File: src/hw/rtl/pcma_pkg.sv
`default_nettype none
// ----------------------------------------------------------------------------
// pcma_pkg
// Shared types and constants for the per-channel moving average block.
// ----------------------------------------------------------------------------
package pcma_pkg;

    localparam int SAMPLE_BITS  = 12;
    localparam int CHANNELS     = 2;
    localparam int CHANNEL_BITS = (CHANNELS > 1) ? $clog2(CHANNELS) : 1;

    typedef struct packed {
        logic [CHANNEL_BITS-1:0] channel;
        logic [SAMPLE_BITS-1:0]  sample;
    } t_in_item;

    typedef struct packed {
        logic [SAMPLE_BITS-1:0] average;
        logic                   window_full;
    } t_out_item;

    typedef enum logic [2:0] {
        S_IDLE,
        S_READ,
        S_UPDATE,
        S_DIVIDE,
        S_DONE
    } t_state;

    // controller -> datapath
    typedef struct packed {
        logic latch;     // capture the accepted request
        logic mem_rd;    // read the oldest window entry
        logic update;    // write window, update sum/position, load divider
        logic div_step;  // one quotient bit
        logic out_load;  // move quotient into the output register
    } t_dp_cmd;

    // datapath -> controller
    typedef struct packed {
        logic div_last;
    } t_dp_sts;

endpackage : pcma_pkg
`default_nettype wire

File: src/hw/rtl/pcma_ctrl.sv
`default_nettype none
// ----------------------------------------------------------------------------
// pcma_ctrl
// Sequencer: accept a request, read the window, update, divide, hand off.
// ----------------------------------------------------------------------------
module pcma_ctrl (
    input  wire               i_clk,
    input  wire               i_rst_n,
    input  wire               i_in_valid,
    output logic              o_in_stall,
    output logic              o_out_valid,
    input  wire               i_out_stall,
    input  pcma_pkg::t_dp_sts i_sts,
    output pcma_pkg::t_dp_cmd o_cmd
);

    pcma_pkg::t_state r_state, n_state;
    logic             r_out_valid, n_out_valid;
    logic             out_free;

    assign out_free = !r_out_valid || !i_out_stall;

    always_ff @(posedge i_clk) begin
        if (!i_rst_n) begin
            r_state     <= pcma_pkg::S_IDLE;
            r_out_valid <= 1'b0;
        end else begin
            r_state     <= n_state;
            r_out_valid <= n_out_valid;
        end
    end

    always_comb begin
        n_state = r_state;
        unique case (r_state)
            pcma_pkg::S_IDLE: begin
                if (i_in_valid) n_state = pcma_pkg::S_READ;
            end
            pcma_pkg::S_READ:   n_state = pcma_pkg::S_UPDATE;
            pcma_pkg::S_UPDATE: n_state = pcma_pkg::S_DIVIDE;
            pcma_pkg::S_DIVIDE: begin
                if (i_sts.div_last) n_state = pcma_pkg::S_DONE;
            end
            pcma_pkg::S_DONE: begin
                if (out_free) n_state = pcma_pkg::S_IDLE;
            end
            default: n_state = pcma_pkg::S_IDLE;
        endcase
    end

    always_comb begin
        o_cmd       = '0;
        o_in_stall  = 1'b1;
        n_out_valid = r_out_valid && i_out_stall;
        unique case (r_state)
            pcma_pkg::S_IDLE: begin
                o_in_stall  = 1'b0;
                o_cmd.latch = i_in_valid;
            end
            pcma_pkg::S_READ:   o_cmd.mem_rd   = 1'b1;
            pcma_pkg::S_UPDATE: o_cmd.update   = 1'b1;
            pcma_pkg::S_DIVIDE: o_cmd.div_step = 1'b1;
            pcma_pkg::S_DONE: begin
                if (out_free) begin
                    o_cmd.out_load = 1'b1;
                    n_out_valid    = 1'b1;
                end
            end
            default: o_cmd = '0;
        endcase
    end

    assign o_out_valid = r_out_valid;

endmodule : pcma_ctrl
`default_nettype wire

File: src/hw/rtl/pcma_datapath.sv
`default_nettype none
// ----------------------------------------------------------------------------
// pcma_datapath
// Window memory, per-channel sums and positions, bit-serial divider.
// ----------------------------------------------------------------------------
module pcma_datapath #(
    parameter int WINDOW_SIZE = 8
) (
    input  wire                 i_clk,
    input  wire                 i_rst_n,
    input  pcma_pkg::t_dp_cmd   i_cmd,
    output pcma_pkg::t_dp_sts   o_sts,
    input  pcma_pkg::t_in_item  i_in_data,
    output pcma_pkg::t_out_item o_out_data
);

    localparam int CHANNELS  = pcma_pkg::CHANNELS;
    localparam int SB        = pcma_pkg::SAMPLE_BITS;
    localparam int PW        = (WINDOW_SIZE > 1) ? $clog2(WINDOW_SIZE) : 1;
    localparam int CW        = $clog2(WINDOW_SIZE + 1);
    localparam int SW        = SB + CW;
    localparam int CHW       = pcma_pkg::CHANNEL_BITS;
    localparam int AW        = CHW + PW;
    localparam int MEM_DEPTH = CHANNELS * (1 << PW);
    localparam int KW        = (SW > 1) ? $clog2(SW) : 1;

    // window store; an entry past the write position is unwritten until full
    logic [SB-1:0]  mem [0:MEM_DEPTH-1];
    logic [SB-1:0]  r_rd_data;

    logic [SW-1:0]  r_sum  [0:CHANNELS-1];
    logic [PW-1:0]  r_pos  [0:CHANNELS-1];
    logic           r_full [0:CHANNELS-1];

    logic [CHW-1:0] r_ch;
    logic [SB-1:0]  r_smp;

    logic [SW-1:0]  r_dividend;
    logic [CW-1:0]  r_rem;
    logic [CW-1:0]  r_divisor;
    logic [SW-1:0]  r_quo;
    logic [KW-1:0]  r_cnt;
    logic           r_res_full;

    pcma_pkg::t_out_item r_out;

    logic [CHW-1:0] in_ch;
    logic [AW-1:0]  addr;
    logic [SB-1:0]  old_smp;
    logic [SW-1:0]  sum_new;
    logic [PW-1:0]  pos_next;
    logic           full_new;
    logic [CW-1:0]  count;
    logic [CW:0]    trial;
    logic           q_bit;

    // a single-channel build ignores the channel field
    assign in_ch = (CHANNELS == 1) ? '0 : i_in_data.channel;

    assign addr     = {r_ch, r_pos[r_ch]};
    assign old_smp  = r_full[r_ch] ? r_rd_data : '0;
    assign sum_new  = r_sum[r_ch] - SW'(old_smp) + SW'(r_smp);
    assign pos_next = (r_pos[r_ch] == PW'(WINDOW_SIZE - 1)) ? '0 : r_pos[r_ch] + 1'b1;
    assign full_new = r_full[r_ch] || (pos_next == '0);
    assign count    = full_new ? CW'(WINDOW_SIZE) : CW'(pos_next);

    assign trial = {r_rem, r_dividend[SW-1]};
    assign q_bit = (trial >= {1'b0, r_divisor});

    always_ff @(posedge i_clk) begin
        if (i_cmd.update) mem[addr] <= r_smp;
        if (i_cmd.mem_rd) r_rd_data <= mem[addr];
    end

    always_ff @(posedge i_clk) begin
        if (!i_rst_n) begin
            for (int c = 0; c < CHANNELS; c++) begin
                r_sum[c]  <= '0;
                r_pos[c]  <= '0;
                r_full[c] <= 1'b0;
            end
        end else if (i_cmd.update) begin
            r_sum[r_ch]  <= sum_new;
            r_pos[r_ch]  <= pos_next;
            r_full[r_ch] <= full_new;
        end
    end

    always_ff @(posedge i_clk) begin
        if (i_cmd.latch) begin
            r_ch  <= in_ch;
            r_smp <= i_in_data.sample;
        end
        if (i_cmd.update) begin
            r_dividend <= sum_new;
            r_rem      <= '0;
            r_divisor  <= count;
            r_quo      <= '0;
            r_cnt      <= KW'(SW - 1);
            r_res_full <= full_new;
        end else if (i_cmd.div_step) begin
            r_dividend <= r_dividend << 1;
            r_rem      <= q_bit ? CW'(trial - {1'b0, r_divisor}) : CW'(trial);
            r_quo      <= {r_quo[SW-2:0], q_bit};
            r_cnt      <= r_cnt - 1'b1;
        end
        if (i_cmd.out_load) begin
            r_out.average     <= r_quo[SB-1:0];
            r_out.window_full <= r_res_full;
        end
    end

    assign o_sts.div_last = (r_cnt == '0);
    assign o_out_data     = r_out;

endmodule : pcma_datapath
`default_nettype wire

File: src/hw/rtl/per_channel_moving_average.sv
`default_nettype none
// ----------------------------------------------------------------------------
// per_channel_moving_average
// Boxcar moving average with an independent window for each channel.
//
// Input channel: i_in_valid / o_in_stall carry one request (channel number,
// unsigned ADC sample). Output channel: o_out_valid / i_out_stall carry the
// truncated mean of that channel's window and its window-full flag.
// One request is in flight at a time. From acceptance to the result in the
// output register it goes through one read of the window memory, one
// update, then the restoring divider that produces one quotient bit a
// cycle. The next request can be taken in the cycle after the hand-off.
// Reset (synchronous, active low) clears every sum, position and full flag
// but not the window memory; unwritten window entries read as zero through
// the full flag. When the receiver stalls, the result holds in the output
// register and the next request is still accepted and processed; it waits
// at the end of the divide until the output register frees up.
// ----------------------------------------------------------------------------
module per_channel_moving_average #(
    parameter int WINDOW_SIZE = 8
) (
    input  wire                 i_clk,
    input  wire                 i_rst_n,
    input  wire                 i_in_valid,
    output logic                o_in_stall,
    input  pcma_pkg::t_in_item  i_in_data,
    output logic                o_out_valid,
    input  wire                 i_out_stall,
    output pcma_pkg::t_out_item o_out_data
);

    pcma_pkg::t_dp_cmd cmd;
    pcma_pkg::t_dp_sts sts;

    pcma_ctrl u_ctrl (
        .i_clk       (i_clk),
        .i_rst_n     (i_rst_n),
        .i_in_valid  (i_in_valid),
        .o_in_stall  (o_in_stall),
        .o_out_valid (o_out_valid),
        .i_out_stall (i_out_stall),
        .i_sts       (sts),
        .o_cmd       (cmd)
    );

    pcma_datapath #(
        .WINDOW_SIZE (WINDOW_SIZE)
    ) u_datapath (
        .i_clk      (i_clk),
        .i_rst_n    (i_rst_n),
        .i_cmd      (cmd),
        .o_sts      (sts),
        .i_in_data  (i_in_data),
        .o_out_data (o_out_data)
    );

endmodule : per_channel_moving_average
`default_nettype wire

File: config.mk
export PLATFORM = sky130hd
export DESIGN_NAME = per_channel_moving_average
export DESIGN_NICKNAME = d
export VERILOG_FILES = /design/src/hw/rtl/pcma_pkg.sv /design/src/hw/rtl/pcma_ctrl.sv /design/src/hw/rtl/pcma_datapath.sv /design/src/hw/rtl/per_channel_moving_average.sv
export SDC_FILE = /design/constraint.sdc
export NUM_CORES = 1
export LEC_CHECK = 0
export BUFFER_PORTS_ARGS = -buffer_cell sky130_fd_sc_hd__buf_2
export CORE_MARGIN = 4
export CORE_UTILIZATION = 43
export CTS_BUF_LIST = sky130_fd_sc_hd__clkbuf_4 sky130_fd_sc_hd__clkbuf_8
export DETAILED_ROUTE_END_ITERATION = 12
export GPL_TIMING_DRIVEN = 0
export PLACE_DENSITY_LB_ADDON = 0.12
export SETUP_SLACK_MARGIN = 0.3
export SLEW_MARGIN = 0
export SYNTH_ARGS = -nofsm -noshare
export SYNTH_HDL_FRONTEND = slang
export SYNTH_SLANG_ARGS = --single-unit
File: constraint.sdc
create_clock -name i_clk -period 10.45 [get_ports i_clk]
set_input_delay 1.045 -clock i_clk [delete_from_list [all_inputs] [get_ports i_clk]]
set_output_delay 1.045 -clock i_clk [all_outputs]
set_load 0.005 [all_outputs]
; Yosys cells after proc, flatten, opt, wreduce, memory -nomap -nowiden
; Memories as Yosys holds them, arrays and structs flattened. A register that Yosys moved wholly into a read port is not among the register bits.
; Index checks and enable logic that the tools add are counted.
[totals]
rom_bits = 0
reg_bits = 71
word_cells = 80
out_inout_bits = 15
n_memories = 4
latchBits = 0
input_bits = 17
ramBits = 232
[memory_table]
columns = name, depth, width, rd, rd_ports_with_merged_regs, wr, line
row1 = u_datapath.mem, 16, 12, 1, 1, 1, pcma_datapath.sv:28  ; logic [SB-1:0] mem [0:MEM_DEPTH-1];
row2 = u_datapath.r_sum, 2, 16, 1, 1, 2, pcma_datapath.sv:31  ; logic [SW-1:0] r_sum [0:CHANNELS-1];
row3 = u_datapath.r_pos, 2, 3, 1, 1, 2, pcma_datapath.sv:32  ; logic [PW-1:0] r_pos [0:CHANNELS-1];
row4 = u_datapath.r_full, 2, 1, 1, 1, 2, pcma_datapath.sv:33  ; logic r_full [0:CHANNELS-1];
[op_classes]
n_mul = 0
n_reduce_logical = 13
n_shift = 0
add_sub_neg = 5
n_mux = 36
div_mod_pow = 0
n_lt_le_gt_ge = 1
eq_ne = 8
n_bitwise = 0
[ops]
columns = cell, count
row1 = 16-bit two-way mux, 3
row2 = 1-bit two-way mux, 24
row3 = 16-bit by 12-bit adder with 16-bit output, 1
row4 = 16-bit OR reduction, 1
row5 = 16-bit by 12-bit subtractor with 16-bit output, 1
row6 = 3-bit two-way mux, 5
row7 = 3-bit case mux with 5 select lines, 1
row8 = 12-bit two-way mux, 1
row9 = 4-bit two-way mux, 2
row10 = "3-bit by 2-bit equality test with 1-bit output, second input constant", 2
row11 = "3-bit equality test, second input constant", 2
row12 = 3-bit logical NOT, 2
row13 = 5-bit by 4-bit >= comparator with 1-bit output, 1
row14 = 4-bit logical NOT, 1
row15 = "2-bit != test, second input constant", 2
row16 = "4-bit by 1-bit subtractor with 4-bit output, second input constant", 1
row17 = 4-bit subtractor, 1
row18 = "3-bit by 1-bit adder with 3-bit output, second input constant", 1
row19 = "3-bit by 1-bit equality test with 1-bit output, second input constant", 1
row20 = 3-bit AND reduction, 1
row21 = 3-bit OR reduction, 1
row22 = 1-bit logical NOT, 2
row23 = 1-bit logical OR, 2
row24 = "2-bit by 1-bit != test with 1-bit output, second input constant", 1
row25 = other kinds (3), 3

; Longest topological paths before layout
[logic_depth]
ltp_word = 7
depth_mapped = 14
depth_no_buf = 13

; Hierarchy
; A second synthesis with hierarchy kept.
[hier_totals]
cells_unflattened = 1098
hier_area_um2 = 13874.6
[by_module_without_submodules]
columns = module, seq_area_each_um2, cells_each, area_per_inst_um2, instances
row1 = pcma_datapath, 9108.7, 1072, 13650.6, 1
row2 = pcma_ctrl, 80.1, 26, 224.0, 1

; Worst setup path before layout
; No wires, ideal clock.
[synth_timing]
path_kind = reg-to-reg
from = reg with a tool-made name
to = reg u_datapath.r_dividend[15] (data pin)
setup_ns = 0.260
t_required_ns = 10.190
t_arrival_ns = 3.185
n_path_buf = 3
stages_incl_launch_ff = 13
slack_ns = 7.005
synth_period_minus_slack_ns = 3.445
path_cell_list = dfxtp_1 buf_4 mux2i_1 clkbuf_1 nor2b_1 fa_1 inv_1 ha_1 clkbuf_1 nand4_1 o41ai_1 xnor2_1 mux2_2
[synth_lines]
columns = item, line
row1 = "end signal, assigned", pcma_datapath.sv:95  ; r_dividend <= sum_new;
row2 = "end signal, assigned", pcma_datapath.sv:102  ; r_dividend <= r_dividend << 1;
row3 = "end, declared", pcma_datapath.sv:38  ; logic [SW-1:0] r_dividend;

==> results.ini <==
[clock_network]
root_buffer=clkbuf_8
cts_resized=0
cts_tree=yes
clk_pin_slew_worst_paths_ps=60
hold_buffers=0
numCtsBuffers=51
clock_sinks=315
htree_num_levels=2
worstSkewPairLatency_ps=580
clk_path_buf_depth=3
post-cts-setup-buffer-count=0

[global_route]
grt_pass1_vias=8320
busiest_layer=met2
grt_pass1_wl_mm=49.4
antenna_found_initial=1
track_usage_pct=19.0
grt_use_met2_pct=29.6
grtUsageMet3_pct=3.10
gr-total-overflow=0
gr-usage-met1_pct=27.2
grt_max_degree=26

[sta]
fin_crit_sh_pct=42.1
relSlewSlack_pct=7.60
fin_crit_ps=4400
setup_viol=0
fin_skew_ps=21.1
slew_violations=0
final_hold_viol_count=0
rsz0062_at_grt=false
timing.final.ws_setup_ps=6050
fin_tns_setup_ps=0
tightest_slew_ps=1380
timing.fmax_mhz=227

[floorplan]
pin_count=32
rows=64
die_y_um=185
die_w_um=185
core_sq_mm=0.0307
start_util_pct=43.7
die_area_sq_mm=0.0342

[synthesis]
synth_top_cells_by_count=288 x edfxtp_1, 262 x nand2_1, 66 x nor2_1, 49 x a31oi_1, 49 x inv_1
post-synth-top-area-cell=edfxtp_1
synth_cell_type_count=45
synthFlopType=edfxtp_1
netlist.area_leader.share_pct=64.3
ys_warn_count=0
synth.area.top_cells=edfxtp_1 64%, nand2_1 7.3%, dfxtp_1 4.0%
yosysMostFrequentCell=edfxtp_1
ys_ff_latch=315
syn_area_sq_mm=0.0134
synthArstFlopShare_pct=0
synth-edff-count=288
syn_avg_cell_area_sq_um=12.7
synth_nets=1118
syn_inst=1062
ys_seq_area_share_pct=68.3

[routing]
dr.pass1.iters=5
totalWireLength_mm=32.0
wl_per_cell_um=20.3
dr_total_vias=8304
viasPerCell=5.26
drc_errors=0
drt_iter0_drc=611
postRouteAntennaNets=0

[final_layout]
final_core_util_pct=49.2
drive_gt1_share_pct=13.2
nets=1202
syn2layout_area_growth_pct=12.5
diodes=0

[placement]
gp_congestion=0.816
dp_worst_setup_slack_ps=6070
dp_hpwl_mm=21.4
io_buffers=30

[power]
p_sw_share_pct=27.0
power_frac_seq_pct=49.4
power.share.combinational_pct=15.0
p_per_area_mw_per_mm2=198
pwr-share-clk_pct=35.6
p_switching_mw=0.806
peakVddDrop_mv=0.0989
internal_power_mw=2.18
p_leak_nw=5.71

[min_path]
hold_class=reg2reg

[worst_setup_path]
cp_max_fo=10
crit_path_start_kind=flop
worstPathRequired_ps=10770
cp.arrival_ps=4730
end_kind=flop
crit_type=reg2reg

[run_status]
outcome=complete, no violations

[run]
drv_cap=0

==> final timing paths <==
check / slack (ps) / depth (start not counted) / endpoint / from
worst max-delay path: 6050 / 11 / u_datapath.r_dividend[15] / flop
worst min-delay path: 440 / 0 / u_datapath.o_out_data[12] / u_datapath.r_quo[11]
worst max register to register: 6050 / 11 / u_datapath.r_dividend[15] / flop
worst min register to register: 440 / 0 / u_datapath.o_out_data[12] / u_datapath.r_quo[11]
==> per-layer routing <==
metal,part of all wire [%],up-vias
met5,0.041,-
met4,3.8,2
met3,5.1,66
met2,45,218
met1,46,4068
li1,-,3950
==> layout make-up <==
class	instances	area [sq um]
Multi-Input combinational cell	643	3850
Clock buffer	78	930
Timing Repair Buffer	31	161
Sequential cell	315	9190
Inverter	52	195
Clock inverter	11	83.8
Buffer	52	219
Tap cell	396	495
Fill cell	2795	15600
==> power by group through the flow <==
stage                     Clock [mW]  Combinational (mW)  Sequential [mW]
after floorplan                    0               0.315             1.48
after global placement             0               0.448             1.50
after detailed placement           0               0.451             1.50
after CTS                       1.09               0.452             1.48
after global routing            1.15               0.501             1.48
final                           1.06               0.449             1.48
==> layout by cell type, fill, tap and decap left out, types with 15 or more instances in the layout <==
| cell type | instances |
|---|---|
| buf_2 | 46 |
| o21ai_0 | 27 |
| dfxtp_1 | 27 |
| clkbuf_8 | 55 |
| edfxtp_1 | 288 |
| nand2_1 | 262 |
| and3_1 | 48 |
| a31oi_1 | 49 |
| clkbuf_4 | 23 |
| ha_1 | 26 |
| nor2_1 | 66 |
| nor2b_1 | 15 |
| inv_1 | 49 |
| a21oi_1 | 24 |
| mux2i_1 | 16 |
| clkbuf_1 | 29 |
==> registers in the layout, summed over array words and instances, names as in the netlist, 6 cells and up, named ones only <==
name	cells
u_datapath.mem	192
u_datapath.r_sum	32
u_datapath.r_dividend	16
u_datapath.o_out_data	13
u_datapath.r_quo	12
u_datapath.r_rd_data	12
u_datapath.r_smp	12
u_datapath.r_pos	6
==> through the flow <==
step / cell area, sq um / std cells / total power, mW / hold slack, ps
after global routing: 15100 / 1578 / 3.13 / 458
after global placement: 14100 / 1488 / 1.95 / 425
final: 15100 / 1578 / 2.99 / 438
after detailed placement: 14100 / 1489 / 1.95 / 425
after CTS: 15100 / 1578 / 3.02 / 440
after floorplan: 13400 / 1062 / 1.80 / 408
==> kinds of logic (layout without fill, tap and decap cells) <==
group | Yosys count | in the layout | share of synthesized area (%)
adders and majority gates | 39 | 39 | 4.35
xor gates and xnor gates | 15 | 15 | 0.977
DFF | 315 | 315 | 68.3
and+or+nand+nor | 430 | 430 | 13.8
AOI/OAI and AO/OA | 122 | 122 | 5.42
muxes | 37 | 37 | 4.06
buffers and inverters | 104 | 224 | 3.08
==> worst max-delay path, stage by stage (launching register included) <==
cell	delay [ps]
dfxtp_1	360
buf_4	260
buf_1	650
mux2i_1	270
fa_1	550
inv_1	40
ha_1	270
clkbuf_1	290
nand4_1	260
o41ai_1	700
xnor2_1	200
mux2_2	290
No activity file was read; power rests on OpenSTA's default activity.
